## config.mk

```make
export PLATFORM = sky130hd
export DESIGN_NAME = stepper_accel_profile_driver
export DESIGN_NICKNAME = d
export VERILOG_FILES = /design/src/rtl/stpd_pkg.sv /design/src/rtl/stpd_cfg_regs.sv /design/src/rtl/stpd_profile.sv /design/src/rtl/stepper_accel_profile_driver.sv
export SDC_FILE = /design/constraint.sdc
export NUM_CORES = 1
export LEC_CHECK = 0
export BUFFER_PORTS_ARGS = -buffer_cell sky130_fd_sc_hd__buf_2
export CORE_ASPECT_RATIO = 0.9
export CORE_MARGIN = 1
export CORE_UTILIZATION = 40
export CTS_BUF_LIST = sky130_fd_sc_hd__clkbuf_2
export CTS_CLUSTER_DIAMETER = 30
export DETAILED_ROUTE_END_ITERATION = 8
export GPL_ROUTABILITY_DRIVEN = 0
export PLACE_DENSITY_LB_ADDON = 0.2
export SKIP_CTS_REPAIR_TIMING = 1
export SYNTH_ARGS = -nofsm -noshare
export SYNTH_HDL_FRONTEND = slang
export SYNTH_SLANG_ARGS = --single-unit
```

## constraint.sdc

```tcl
create_clock -name clk -period 11.5 [get_ports clk]
set_clock_uncertainty 0.15 [all_clocks]
set_input_delay 1.725 -clock clk [delete_from_list [all_inputs] [get_ports clk]]
set_output_delay 1.725 -clock clk [all_outputs]
set_load 0.02 [all_outputs]
```

## src/rtl/stpd_pkg.sv

```systemverilog
// ----------------------------------------------------------------------------
// stpd_pkg
// Types, codes and speed tables shared by the stepper profile driver.
// ----------------------------------------------------------------------------
package stpd_pkg;

  localparam int POSITION_BITS = 10;

  localparam logic [1:0] FUNC_MOVE = 2'd0;
  localparam logic [1:0] FUNC_TICK = 2'd1;
  localparam logic [1:0] FUNC_ZERO = 2'd2;

  localparam logic [1:0] CFG_DECEL_STEPS     = 2'd0;
  localparam logic [1:0] CFG_TOP_SPEED_LEVEL = 2'd1;
  localparam logic [1:0] CFG_TRAVEL_STEPS    = 2'd2;
  localparam logic [1:0] CFG_ZERO_DELAY_US   = 2'd3;

  typedef struct packed {
    logic [1:0]               func;
    logic [POSITION_BITS-1:0] target;
  } stpd_cmd_t;

  typedef struct packed {
    logic                     step_valid;
    logic [3:0]               coil_pattern;
    logic [15:0]              delay_us;
    logic [POSITION_BITS-1:0] position;
    logic                     busy_res;
    logic                     move_done;
  } stpd_res_t;

  typedef struct packed {
    logic [7:0]               decel_steps;
    logic [2:0]               top_speed_level;
    logic [POSITION_BITS-1:0] travel_steps;
    logic [15:0]              zero_delay_us;
  } stpd_cfg_t;

  function automatic logic [3:0] coil_of(input logic [2:0] ph);
    logic [3:0] c;
    unique case (ph)
      3'd0:    c = 4'h9;
      3'd1:    c = 4'h1;
      3'd2:    c = 4'h7;
      3'd3:    c = 4'h6;
      3'd4:    c = 4'hE;
      3'd5:    c = 4'h8;
      default: c = 4'h0;
    endcase
    return c;
  endfunction

  function automatic logic [15:0] level_delay(input logic [3:0] lv);
    logic [15:0] d;
    unique case (lv)
      4'd0:    d = 16'd1750;
      4'd1:    d = 16'd1149;
      4'd2:    d = 16'd926;
      4'd3:    d = 16'd794;
      4'd4:    d = 16'd709;
      4'd5:    d = 16'd666;
      default: d = 16'd450;
    endcase
    return d;
  endfunction

  function automatic logic [2:0] level_count(input logic [3:0] lv);
    logic [2:0] n;
    if (lv < 4'd5) begin
      n = 3'd3;
    end else begin
      n = 3'd4;
    end
    return n;
  endfunction

endpackage

```

## src/rtl/stpd_cfg_regs.sv

```systemverilog
// ----------------------------------------------------------------------------
// stpd_cfg_regs
// Configuration register file written through a plain write port.
// ----------------------------------------------------------------------------
module stpd_cfg_regs import stpd_pkg::*; (
  input  logic        clk,
  input  logic        rst,
  input  logic        cfg_write,
  input  logic [1:0]  cfg_index,
  input  logic [15:0] cfg_data,
  output stpd_cfg_t   cfg
);

  always_ff @(posedge clk) begin
    if (rst) begin
      cfg.decel_steps     <= 8'd23;
      cfg.top_speed_level <= 3'd6;
      cfg.travel_steps    <= POSITION_BITS'(945);
      cfg.zero_delay_us   <= 16'd1900;
    end else if (cfg_write) begin
      unique case (cfg_index)
        CFG_DECEL_STEPS:     cfg.decel_steps     <= cfg_data[7:0];
        CFG_TOP_SPEED_LEVEL: cfg.top_speed_level <= cfg_data[2:0];
        CFG_TRAVEL_STEPS:    cfg.travel_steps    <= cfg_data[POSITION_BITS-1:0];
        CFG_ZERO_DELAY_US:   cfg.zero_delay_us   <= cfg_data;
      endcase
    end
  end

endmodule

```

## src/rtl/stpd_profile.sv

```systemverilog
// ----------------------------------------------------------------------------
// stpd_profile
// Motion state registers and the combinational step and profile update.
// ----------------------------------------------------------------------------
module stpd_profile import stpd_pkg::*; #(
  parameter int PHASES       = 6,
  parameter int SPEED_LEVELS = 7
) (
  input  logic      clk,
  input  logic      rst,
  input  logic      update,
  input  stpd_cfg_t cfg,
  input  stpd_cmd_t cmd,
  output stpd_res_t res
);

  localparam int PW = $clog2(PHASES);
  localparam int LW = $clog2(SPEED_LEVELS);

  logic [POSITION_BITS-1:0] position_reg, position_reg_next;
  logic [PW-1:0]            phase, phase_next;
  logic [POSITION_BITS-1:0] steps_left, steps_left_next;
  logic [LW-1:0]            speed_level, speed_level_next;
  logic [2:0]               steps_at_level, steps_at_level_next;
  logic [15:0]              current_delay, current_delay_next;
  logic                     moving_up, moving_up_next;
  logic                     zeroing, zeroing_next;

  logic [LW-1:0]            top;
  logic [POSITION_BITS-1:0] tgt;
  logic [PW-1:0]            phase_up, phase_dn;

  always_comb begin
    if ({1'b0, cfg.top_speed_level} > 4'(SPEED_LEVELS - 1)) begin
      top = LW'(SPEED_LEVELS - 1);
    end else begin
      top = LW'(cfg.top_speed_level);
    end
    tgt      = (cmd.target > cfg.travel_steps) ? cfg.travel_steps : cmd.target;
    phase_up = (phase == PW'(PHASES - 1)) ? '0 : phase + 1'b1;
    phase_dn = (phase == '0) ? PW'(PHASES - 1) : phase - 1'b1;
  end

  always_comb begin
    position_reg_next   = position_reg;
    phase_next          = phase;
    steps_left_next     = steps_left;
    speed_level_next    = speed_level;
    steps_at_level_next = steps_at_level;
    current_delay_next  = current_delay;
    moving_up_next      = moving_up;
    zeroing_next        = zeroing;
    res                 = '0;

    unique case (cmd.func)
      FUNC_MOVE: begin
        zeroing_next        = 1'b0;
        speed_level_next    = '0;
        current_delay_next  = level_delay(4'd0);
        steps_at_level_next = 3'd0;
        if (position_reg < tgt) begin
          moving_up_next  = 1'b1;
          steps_left_next = tgt - position_reg;
        end else begin
          moving_up_next  = 1'b0;
          steps_left_next = position_reg - tgt;
        end
      end
      FUNC_ZERO: begin
        speed_level_next    = '0;
        steps_at_level_next = 3'd0;
        moving_up_next      = 1'b0;
        if (cfg.travel_steps == '0) begin
          zeroing_next      = 1'b0;
          steps_left_next   = '0;
          position_reg_next = '0;
          phase_next        = '0;
          res.move_done     = 1'b1;
        end else begin
          zeroing_next    = 1'b1;
          steps_left_next = cfg.travel_steps;
        end
      end
      FUNC_TICK: begin
        if (steps_left != '0) begin
          res.step_valid   = 1'b1;
          res.coil_pattern = coil_of(3'(phase));
          steps_left_next  = steps_left - 1'b1;
          if (zeroing) begin
            phase_next   = phase_dn;
            res.delay_us = cfg.zero_delay_us;
            if (steps_left_next == '0) begin
              position_reg_next = '0;
              phase_next        = '0;
              zeroing_next      = 1'b0;
              res.move_done     = 1'b1;
            end
          end else begin
            // decelerate near the end, otherwise climb towards the top level
            if (steps_left <= POSITION_BITS'(cfg.decel_steps)) begin
              if (steps_at_level == 3'd0) begin
                if (speed_level != '0) begin
                  speed_level_next = speed_level - 1'b1;
                end
                current_delay_next  = level_delay(4'(speed_level_next));
                steps_at_level_next = level_count(4'(speed_level_next));
              end
            end else if (steps_at_level == 3'd0 && speed_level < top) begin
              speed_level_next    = speed_level + 1'b1;
              current_delay_next  = level_delay(4'(speed_level_next));
              steps_at_level_next = level_count(4'(speed_level_next));
            end
            res.delay_us = current_delay_next;
            if (steps_at_level_next != 3'd0) begin
              steps_at_level_next = steps_at_level_next - 1'b1;
            end
            phase_next        = moving_up ? phase_up : phase_dn;
            position_reg_next = moving_up ? position_reg + 1'b1 : position_reg - 1'b1;
            res.move_done     = (steps_left_next == '0);
          end
        end
      end
      default: ;
    endcase

    res.position = position_reg_next;
    res.busy_res = (steps_left_next != '0);
  end

  always_ff @(posedge clk) begin
    if (rst) begin
      position_reg   <= '0;
      phase          <= '0;
      steps_left     <= '0;
      speed_level    <= '0;
      steps_at_level <= 3'd0;
      current_delay  <= 16'd0;
      moving_up      <= 1'b0;
      zeroing        <= 1'b0;
    end else if (update) begin
      position_reg   <= position_reg_next;
      phase          <= phase_next;
      steps_left     <= steps_left_next;
      speed_level    <= speed_level_next;
      steps_at_level <= steps_at_level_next;
      current_delay  <= current_delay_next;
      moving_up      <= moving_up_next;
      zeroing        <= zeroing_next;
    end
  end

endmodule

```

## src/rtl/stepper_accel_profile_driver.sv

```systemverilog
// ----------------------------------------------------------------------------
// stepper_accel_profile_driver
// Six-phase gauge stepper driver with a trapezoidal speed profile.
// ----------------------------------------------------------------------------
// Every command (move, step tick or zero sweep) yields exactly one result.
// A command is held in an input register, the profile update is
// combinational and the result sits in an output register. One command is
// taken every cycle unless a stalled result holds it, and a stalled result
// stalls the input only once the input register is also full.
// Configuration is written through a plain write port; the user must write
// it only while idle, as the block itself does not enforce this.
module stepper_accel_profile_driver import stpd_pkg::*; #(
  parameter int PHASES       = 6,
  parameter int SPEED_LEVELS = 7
) (
  input  logic        clk,
  input  logic        rst,
  input  logic        cmd_valid,
  output logic        cmd_stall,
  input  stpd_cmd_t   cmd,
  output logic        res_valid,
  input  logic        res_stall,
  output stpd_res_t   res,
  input  logic        cfg_write,
  input  logic [1:0]  cfg_index,
  input  logic [15:0] cfg_data
);

  stpd_cfg_t cfg;
  stpd_cmd_t cmd_q;
  stpd_res_t res_next;
  logic      cmd_full;
  logic      advance;

  assign advance   = cmd_full && (!res_valid || !res_stall);
  assign cmd_stall = cmd_full && !advance;

  stpd_cfg_regs u_cfg (
    .clk       (clk),
    .rst       (rst),
    .cfg_write (cfg_write),
    .cfg_index (cfg_index),
    .cfg_data  (cfg_data),
    .cfg       (cfg)
  );

  stpd_profile #(
    .PHASES       (PHASES),
    .SPEED_LEVELS (SPEED_LEVELS)
  ) u_profile (
    .clk    (clk),
    .rst    (rst),
    .update (advance),
    .cfg    (cfg),
    .cmd    (cmd_q),
    .res    (res_next)
  );

  always_ff @(posedge clk) begin
    if (rst) begin
      cmd_full  <= 1'b0;
      res_valid <= 1'b0;
    end else begin
      if (cmd_valid && !cmd_stall) begin
        cmd_full <= 1'b1;
      end else if (advance) begin
        cmd_full <= 1'b0;
      end
      if (advance) begin
        res_valid <= 1'b1;
      end else if (!res_stall) begin
        res_valid <= 1'b0;
      end
    end
  end

  always_ff @(posedge clk) begin
    if (cmd_valid && !cmd_stall) begin
      cmd_q <= cmd;
    end
    if (advance) begin
      res <= res_next;
    end
  end

endmodule

```

-- After elaboration in Yosys (flattened, before gate mapping)
Index checks and enable logic that the tools add are counted.
- bits in registers: 131
- latch bits: 0
- RAM bits: 0
- bits in read-only memories: 0
- output and inout bits: 35
- word-level logic and storage cells: 175
- memories: 0
- add/subtract/negate cells: 10
- multipliers: 0
- divide/modulo/power cells: 0
- order comparisons: 7
- equality and inequality tests: 26
- shifts and indexed selects: 0
- muxes and demuxes: 71
- bitwise operators: 0
- reductions and logical operators: 39
- operators with widths (kind ; number):
    $pmux 11 s6 ; 2
    $mux 16 ; 6
    $mux 10 ; 9
    $mux 3 ; 30
    $pmux 16 s2 ; 1
    $pmux 10 s3 ; 1
    $pmux 4 s6 ; 1
    $mux 21 ; 1
    $logic_not 10->1 ; 2
    $pmux 10 s2 ; 1
    $reduce_bool 10->1 ; 2
    $sub 10x1->10 const B ; 2
    $sub 10x10->10 ; 2
    $eq 3x2->1 const B ; 6
    $eq 3x3->1 const B ; 6
    $pmux 3 s2 ; 3
    $mux 1 ; 13
    $logic_not 3->1 ; 4
    $reduce_and 2->1 ; 6
    $reduce_and 4->1 ; 3
    $add 10x1->10 const B ; 1
    $gt 10x10->1 ; 1
    $le 10x8->1 ; 1
    $lt 10x10->1 ; 1
    other kinds (23) ; 48

-- Longest topological paths before layout
Gate-level depths: netlist of run 1.
- word-level depth: 19
- depth in mapped cells: 21
- mapped depth without buffers: 20

-- Hierarchy
Synthesis of run 1 repeated with hierarchy kept, for this count alone.
- cells, all modules: 981
- area total of the unflattened synthesis: 8413.1 um^2
- modules (own cells, without submodules) (module ; instances ; cells each ; area an instance (um^2) ; seq. area each (um^2)):
    stpd_profile ; 1 ; 774 ; 5447.7 ; 940.9
    stpd_cfg_regs ; 1 ; 152 ; 1527.7 ; 740.7
    stepper_accel_profile_driver ; 1 ; 55 ; 1437.6 ; 1391.3

-- Worst setup path after synthesis of run 1
No wires, ideal clock.
- kind: flip-flop to flip-flop
- start: register u_cfg.cfg[18] (netlist name)
- end: register res[1] (netlist bit), data pin
- setup time: 279 ps
- arrival time: 4184 ps
- data required time: 11071 ps
- slack: 6887 ps
- cell stages (with the launch flop): 22
- path buffers: 1
- clock period less this slack: 4613 ps
- path through: dfxtp_1 -> inv_1 -> ha_1 -> a21oi_1 -> o22ai_1 -> nor2_1 -> o221ai_1 -> o22ai_1 -> mux2i_1 -> inv_1 -> ha_1 -> fa_1 -> nor2b_1 -> o2111ai_1 -> a31oi_1 -> nand2b_1 -> clkbuf_1 -> mux2i_1 -> and3_1 -> xnor2_1 -> a2111oi_2 -> o2111ai_1
- RTL lines (item ; RTL line ; source):
    to (signal assigned) ; stepper_accel_profile_driver.sv:82 ; res <= res_next;
    to (decl) ; stepper_accel_profile_driver.sv:23 ; output stpd_res_t res,

==> run summary, run 1 <==
commonest register cell after synthesis: sky130_fd_sc_hd__dfxtp_1
Post-DP HPWL: 16300 um
number of warnings issued by yosys: 0
CTS tree: done
origin of the worst min-delay path: u_cfg.cfg[15]$_SDFFE_PP0P_
maximum number of pins on one net before global-route repair: 48
MaxCap Viol Count: 0
number of antenna violations at the first check in global routing: 1
average instance area after synthesis: 8.19 um^2
launching point of the worst reg2reg path: u_cfg.cfg[18]$_SDFFE_PP0P_
area inside the core boundary: 20000 um^2
setup tns final: 0 ns
area of all placed cells without fillers: 8960 um^2
final-report setup violation count: 0
clock transition at the registers of the reported paths: 0.23 ns
Final Hold Fails: 0
Starting Density: 0.408
number of rows in the core area: 49
overall routed net length: 22400 um
Setup crit start kind: flop
clk sink count: 130
master cell of the clock root buffer: sky130_fd_sc_hd__clkbuf_2
Placed Area: 8700 um^2
relative slew slack: 0.206
synthesized cell area: 8190 um^2
unrepaired setup endpoints after global routing: no
IO Pins: 70
measured slew at the worst slew-check pin: 1.19 ns
DRT Pass-1 Iters: 8
proportion of synthesized flip-flops having asynchronous set or reset: 0
number of flip-flops in the largest register: 37
required time at the worst-slack endpoint: 11.85 ns
number of enable-type register cells in the synthesized netlist: 44
Hold Path Stages: 2
nets in the synthesized netlist: 1106
result of the run: finished, violations left
wire length of the first global-routing pass: 36400 um
end point of the worst hold path: u_cfg.cfg[15]$_SDFFE_PP0P_
number of cells traversed by the worst register-to-register path: 21
share of post-route cells with drive strength above 1: 0.122
number of buffers inserted by port buffering: 69
maximum fanout count along the critical path: 11
number of storage elements in the synthesis netlist: 130
capturing point of the worst reg2reg path: res[1]$_DFFE_PP_
max-slew violation count: 0
1st-iter DRT viols: 647
number of unique standard cell types used by synthesis: 74
number of levels in the clock H-tree: 4
Post-Route Utilization: 0.447
Tcrit/Tclk final: 0.474
area of the die: 21000 um^2
type of the setup path with the least slack: flop to flop
GRT Overall Usage: 0.222
Max Buffers Root-to-Sink: 2
post-route minimum period: 5.45 ns
total power draw: 1.08 mW
post-synthesis sequential area ratio: 0.372
leading registers by flop count: u_cfg.cfg x37, res x32, u_profile.current_delay x16
detailed-route via count: 7315
Detail Route Antenna Nets: 0
maximum vdd drop: 115 uV
y dimension of the die: 138 um
x dimension of the die: 153 um
synthesized instance count: 1000
slack of the worst reg-to-reg path: 6.05 ns
static power due to leakage: 3.80 nW
latest clock arrival within the worst-skew pair: 0.73 ns
highest clock rate: 184 MHz
data arrival at the endpoint of the critical path: 5.80 ns
ratio of routed vias to standard cells: 5.55
number of design rule violations left after detail routing: 6
number of nets in the layout: 1154
via count of the first global-routing pass: 6769
pwr dens: 121 nW/um^2
worst hold path type: flop to flop
Critical Path Sink Type: flop
CTS Buf Count: 17
overflow left after global routing: 0
register ranked first by flip-flop count: u_cfg.cfg
routed length per placed instance: 17.0 um
Area growth syn-to-layout: 9.41%
violated checks: DRC
## routing by layer
| metal | vias to the layer above | global-route usage | wire, um |
|---|---|---|---|
| li1 | 3638 | - | - |
| met1 | 3401 | 0.325 | 11300 |
| met2 | 263 | 0.328 | 9220 |
| met3 | 13 | 0.0563 | 1690 |
| met4 | 0 | 0.0432 | 169 |
| met5 | - | 0 | 0 |
## through the flow
stage | instances | hold slack (ns) | worst slack (ns)
finish | 1317 | 0.327 | 6.05
global route | 1317 | 0.347 | 5.42
CTS | 1316 | 0.328 | 6.11
detailed placement | 1284 | 0.287 | 6.16
global placement | 1284 | 0.285 | 6.30
floorplan | 1000 | 0.271 | 6.89
## logic make-up (layout without fill, tap and decap cells)
logic type,Yosys count,after routing,share of synthesized area
compound gates,272,272,0.203
simple gates,362,362,0.206
xor+xnor,18,18,0.0193
buf+inv,125,186,0.0602
mux,22,22,0.0274
flops,130,130,0.372
other cells,0,1,0
fa+ha+maj,71,71,0.112
## report_power, final
part / total [mW] / leakage (nW) / internal (mW) / switching (mW)
registers: 0.513 / 1.12 / 0.497 / 0.0155
logic: 0.264 / 2.54 / 0.0965 / 0.168
clock network: 0.306 / 0.145 / 0.106 / 0.200
## critical path, stage by stage (launching register included)
cell                        delay, ns
sky130_fd_sc_hd__dfxtp_1         0.43
sky130_fd_sc_hd__inv_1           0.09
sky130_fd_sc_hd__ha_1            0.31
sky130_fd_sc_hd__a21oi_1         0.15
sky130_fd_sc_hd__o22ai_1         0.09
sky130_fd_sc_hd__nor2_1          0.11
sky130_fd_sc_hd__o221ai_1        0.12
sky130_fd_sc_hd__o22ai_1         0.48
sky130_fd_sc_hd__buf_4           0.27
sky130_fd_sc_hd__mux2i_1         0.26
sky130_fd_sc_hd__inv_1           0.07
sky130_fd_sc_hd__ha_1            0.20
sky130_fd_sc_hd__fa_1            0.40
sky130_fd_sc_hd__nor2b_1         0.16
sky130_fd_sc_hd__o2111ai_1       0.16
sky130_fd_sc_hd__a31oi_1         0.39
sky130_fd_sc_hd__nor2_1          0.23
sky130_fd_sc_hd__a31oi_1         0.33
sky130_fd_sc_hd__o22ai_1         0.10
sky130_fd_sc_hd__a221oi_1        0.29
sky130_fd_sc_hd__nor4bb_1        0.28
sky130_fd_sc_hd__o2111ai_1       0.15
## cells in the mapped netlist, drive strengths merged (5+ instances only)
master	count	area (um^2)
a211oi	6	45.0
a21o	10	75.1
a21oi	92	464
a22oi	5	37.5
a31oi	15	93.8
and2	8	50.1
and3	5	31.3
buf	12	68.8
clkbuf	34	128
dfxtp	86	1720
edfxtp	44	1320
ha	67	838
inv	79	297
mux2i	19	190
nand2	132	495
nand2b	12	75.1
nand3	22	110
nand4	10	62.6
nor2	106	398
nor2b	13	81.3
nor3	15	75.1
nor3b	9	67.6
nor4	6	52.6
o2111ai	5	43.8
o211ai	11	87.6
o21a	6	45.0
o21ai	78	390
o221ai	5	43.8
o22ai	7	43.8
or2	6	37.5
or3	6	42.5
xnor2	12	105
xor2	6	52.6
## final cells by class
type                       count  area (um^2)
tap                          255          319
clock buffer                  17         85.1
sequential                   130         3040
fill                        2040        11100
clock inverter                15          170
inverter                      79          297
timing repair buffer          75          390
multi-input combinational    745         4650
antenna                        1         2.50
## layout by cell type, fill, tap and decap left out, types with 6 or more instances in the layout
cell,count
sky130_fd_sc_hd__buf_2,69
sky130_fd_sc_hd__clkbuf_2,17
sky130_fd_sc_hd__nor2b_1,13
sky130_fd_sc_hd__nand4_1,10
sky130_fd_sc_hd__inv_6,6
sky130_fd_sc_hd__inv_1,77
sky130_fd_sc_hd__o21ai_0,75
sky130_fd_sc_hd__nor3b_1,9
sky130_fd_sc_hd__mux2i_1,19
sky130_fd_sc_hd__nor3_1,15
sky130_fd_sc_hd__edfxtp_1,44
sky130_fd_sc_hd__dfxtp_1,86
sky130_fd_sc_hd__nand2b_1,12
sky130_fd_sc_hd__nor2_1,106
sky130_fd_sc_hd__a31oi_1,15
sky130_fd_sc_hd__nand2_1,132
sky130_fd_sc_hd__and2_1,8
sky130_fd_sc_hd__ha_1,67
sky130_fd_sc_hd__a21oi_1,91
sky130_fd_sc_hd__o211ai_1,10
sky130_fd_sc_hd__a21o_1,10
sky130_fd_sc_hd__xor2_1,6
sky130_fd_sc_hd__nand3_1,22
sky130_fd_sc_hd__xnor2_1,12
sky130_fd_sc_hd__o22ai_1,7
sky130_fd_sc_hd__buf_4,6
sky130_fd_sc_hd__o21a_1,6
sky130_fd_sc_hd__a211oi_1,6
## worst max path at each step
stage / start / endpoint / slack (ns) / depth (start not counted)
floorplan: u_cfg.cfg[18]$_SDFFE_PP0P_ / res[1]$_DFFE_PP_ / 6.89 / 21
global placement: u_cfg.cfg[18]$_SDFFE_PP0P_ / res[1]$_DFFE_PP_ / 6.30 / 21
detailed placement: u_cfg.cfg[18]$_SDFFE_PP0P_ / res[1]$_DFFE_PP_ / 6.16 / 21
CTS: u_cfg.cfg[18]$_SDFFE_PP0P_ / res[1]$_DFFE_PP_ / 6.11 / 21
global route: u_cfg.cfg[18]$_SDFFE_PP0P_ / res[1]$_DFFE_PP_ / 5.42 / 21
finish: u_cfg.cfg[18]$_SDFFE_PP0P_ / res[1]$_DFFE_PP_ / 6.05 / 21
Note: power is estimated with default switching activity, not from simulation.
==> run 2, diff against run 1 <==
--- a/config.mk
+++ b/config.mk
@@ -5,6 +5,7 @@
 export SDC_FILE = /design/constraint.sdc
 export NUM_CORES = 1
 export LEC_CHECK = 0
+export ABC_AREA = 1
 export BUFFER_PORTS_ARGS = -buffer_cell sky130_fd_sc_hd__buf_2
 export CORE_ASPECT_RATIO = 0.9
 export CORE_MARGIN = 1
==> constraint.sdc (replaced) <==
create_clock -name clk -period 4.7 [get_ports clk]
set_clock_uncertainty 0.15 [all_clocks]
set_input_delay 0.705 -clock clk [delete_from_list [all_inputs] [get_ports clk]]
set_output_delay 0.705 -clock clk [all_outputs]
set_load 0.02 [all_outputs]
==> run 2 against run 1 <==
Compared with the run above: the flow now finishes without violations; sequential share of layout area is 2.7 points lower; wire length is 9.0% higher; final cell count is 21% higher; sequential power is 150% higher; first-iteration DRC count is 6.5% higher; combinational power grew to 3.9 times the previous value; synthesized cell count is 22% higher; critical path depth is 2 higher; via count is 12% higher; core utilization is 1.5 points higher; flip-flop and latch count stayed put; clock power grew to 2.6 times the previous value; critical endpoint unchanged; largest power group unchanged.
==> run summary, run 2 <==
pwr dens: 322 nW/um^2
post-synthesis sequential area ratio: 0.351
Placed Area: 9260 um^2
synth cell count leaders: sky130_fd_sc_hd__nand2_1 (310), sky130_fd_sc_hd__inv_1 (151), sky130_fd_sc_hd__o21ai_0 (114)
M1 GR Usage: 0.337
area of all placed cells without fillers: 9720 um^2
area inside the core boundary: 21000 um^2
number of design rule violations left after detail routing: 0
routed length per placed instance: 15.3 um
Tcrit/Tclk final: 0.879
final-report setup violation count: 0
via count of the first global-routing pass: 7280
maximum number of pins on one net before global-route repair: 35
share of post-route cells with drive strength above 1: 0.125
most used cells in the layout excluding fill and tap cells: sky130_fd_sc_hd__nand2_1 (309), sky130_fd_sc_hd__inv_1 (151), sky130_fd_sc_hd__o21ai_0 (112)
DRT Pass-1 Iters: 5
area of the die: 22300 um^2
synthesized cell area: 8670 um^2
number of buffers inserted by port buffering: 69
Area growth syn-to-layout: 12.0%
average instance area after synthesis: 7.12 um^2
Cell Count Post-Placement: 1545
maximum vdd drop: 151 uV
type of the setup path with the least slack: flop to flop
Final Hold Fails: 0
static power due to leakage: 4.65 nW
most common library cell in the layout ignoring fill and taps: sky130_fd_sc_hd__nand2_1
register ranked first by flip-flop count: u_cfg.cfg
detailed-route via count: 8163
cell type with the highest aggregate area in the netlist: sky130_fd_sc_hd__dfxtp_1
total power draw: 3.13 mW
grt peak-use layer: met1
final worst slack: 0.571 ns
nets in the synthesized netlist: 1324
number of levels in the clock H-tree: 4
ratio of routed vias to standard cells: 5.12
IO Pins: 70
result of the run: completed
MaxCap Viol Count: 0
number of rows in the core area: 50
latest clock arrival within the worst-skew pair: 0.75 ns
CTS Buf Count: 17
number of unique standard cell types used by synthesis: 50
number of cells in the finished layout apart from fillers: 1595
Setup crit start kind: flop
post-route minimum period: 4.13 ns
met3 global-route usage: 0.0443
proportion of synthesized flip-flops having asynchronous set or reset: 0
share of the synthesized area in the top cell type: 0.198
setup tns final: 0 ns
met2 Usage GRT: 0.324
number of nets in the layout: 1401
Max Buffers Root-to-Sink: 2
y dimension of the die: 142 um
highest clock rate: 242 MHz
commonest register cell after synthesis: sky130_fd_sc_hd__dfxtp_1
Detail Route Antenna Nets: 0
Post-Place Worst Slack: 0.349 ns
overflow left after global routing: 0
ranking of synthesized cells by area: sky130_fd_sc_hd__dfxtp_1 (20%), sky130_fd_sc_hd__edfxtp_1 (15%), sky130_fd_sc_hd__nand2_1 (13%), sky130_fd_sc_hd__ha_1 (9.7%), sky130_fd_sc_hd__o21ai_0 (6.6%)
Critical Path Sink Type: flop
max-slew violation count: 0
CTS tree: done
synthesized instance count: 1218
1st-iter DRT viols: 689
most frequent cell after synthesis: sky130_fd_sc_hd__nand2_1
clock transition at the registers of the reported paths: 0.23 ns
Starting Density: 0.413
maximum fanout count along the critical path: 20
master cell of the clock root buffer: sky130_fd_sc_hd__clkbuf_2
number of antenna violations at the first check in global routing: 1
clk sink count: 130
Post-Route Utilization: 0.462
GRT Overall Usage: 0.226
x dimension of the die: 157 um
final hold slack: 0.0479 ns
worst hold path type: primary input to flop
unrepaired setup endpoints after global routing: no
leading registers by flop count: u_cfg.cfg x37, res x32, u_profile.current_delay x16
relative slew slack: 0.212
wire length of the first global-routing pass: 38600 um
overall routed net length: 24400 um
data arrival at the endpoint of the critical path: 4.52 ns
measured slew at the worst slew-check pin: 1.18 ns
number of flip-flops in the largest register: 37
number of warnings issued by yosys: 0
Post-DP HPWL: 18100 um
number of enable-type register cells in the synthesized netlist: 44
required time at the worst-slack endpoint: 5.09 ns
number of storage elements in the synthesis netlist: 130
[run 2: report_power, final]
group	total [mW]	internal [mW]	switching, mW
registers	1.28	1.23	0.0501
clock network	0.810	0.351	0.459
logic	1.04	0.336	0.700
total	3.13	1.92	1.21
[run 2: cell type report]
| cell class | count | area [um^2] |
|---|---|---|
| repair buffers | 93 | 568 |
| flip-flops and latches | 130 | 3040 |
| inverters | 166 | 631 |
| multi-input cells | 887 | 4840 |
| clock buffers | 18 | 90.1 |
| clock inverters | 14 | 188 |
| diodes | 1 | 2.50 |
| well taps | 286 | 358 |
| fillers | 2200 | 11300 |
[run 2: routing by layer]
metal	vias up	wire, um
li1	4198	-
met1	3656	12300
met2	272	10100
met3	37	1630
met4	0	406
met5	-	0
[run 2: critical path, cell delays in order, from the launching register on]
cell                        delay (ns)
sky130_fd_sc_hd__dfxtp_1          0.38
sky130_fd_sc_hd__inv_1            0.08
sky130_fd_sc_hd__ha_1             0.32
sky130_fd_sc_hd__nand4_1          0.13
sky130_fd_sc_hd__nor2_1           0.15
sky130_fd_sc_hd__o21ai_0          0.10
sky130_fd_sc_hd__o2111ai_1        0.11
sky130_fd_sc_hd__nand2_2          0.23
sky130_fd_sc_hd__o21ai_1          0.24
sky130_fd_sc_hd__inv_1            0.07
sky130_fd_sc_hd__ha_1             0.24
sky130_fd_sc_hd__fa_1             0.44
sky130_fd_sc_hd__o21ai_2          0.21
sky130_fd_sc_hd__nand2_1          0.12
sky130_fd_sc_hd__nand2_1          0.10
sky130_fd_sc_hd__nand2_1          0.10
sky130_fd_sc_hd__nand2_2          0.17
sky130_fd_sc_hd__nand2_1          0.07
sky130_fd_sc_hd__nand3_1          0.08
sky130_fd_sc_hd__nand2_1          0.07
sky130_fd_sc_hd__o21ai_0          0.12
sky130_fd_sc_hd__nand2_1          0.08
sky130_fd_sc_hd__nor2_1           0.11
sky130_fd_sc_hd__nand3_1          0.08
[run 2: path summary, 6_finish.rpt]
kind                                            startpoint                                  endpoint  slack, ns  cells past startpoint
setup / recovery                u_cfg.cfg[25]$_SDFFE_PP1P_                          res[1]$_DFFE_PP_       0.57                     23
hold / removal                                cfg_data[13]                u_cfg.cfg[13]$_SDFFE_PP0P_       0.05                      3
setup reg to reg                u_cfg.cfg[25]$_SDFFE_PP1P_                          res[1]$_DFFE_PP_       0.57                     23
hold reg to reg   u_profile.current_delay[14]$_SDFFE_PP0P_  u_profile.current_delay[14]$_SDFFE_PP0P_       0.32                      2
[run 2: cell families (layout without fill, tap and decap cells)]
family | Yosys count | in the layout | share of synthesized area
AND/OR/NAND/NOR | 543 | 543 | 0.273
other | 0 | 1 | 0
buffers and inverters | 201 | 291 | 0.0926
adder cells (fa/ha/maj) | 71 | 71 | 0.106
XOR/XNOR | 11 | 11 | 0.0111
AO/OA/AOI/OAI | 262 | 262 | 0.167
flip-flops | 130 | 130 | 0.351
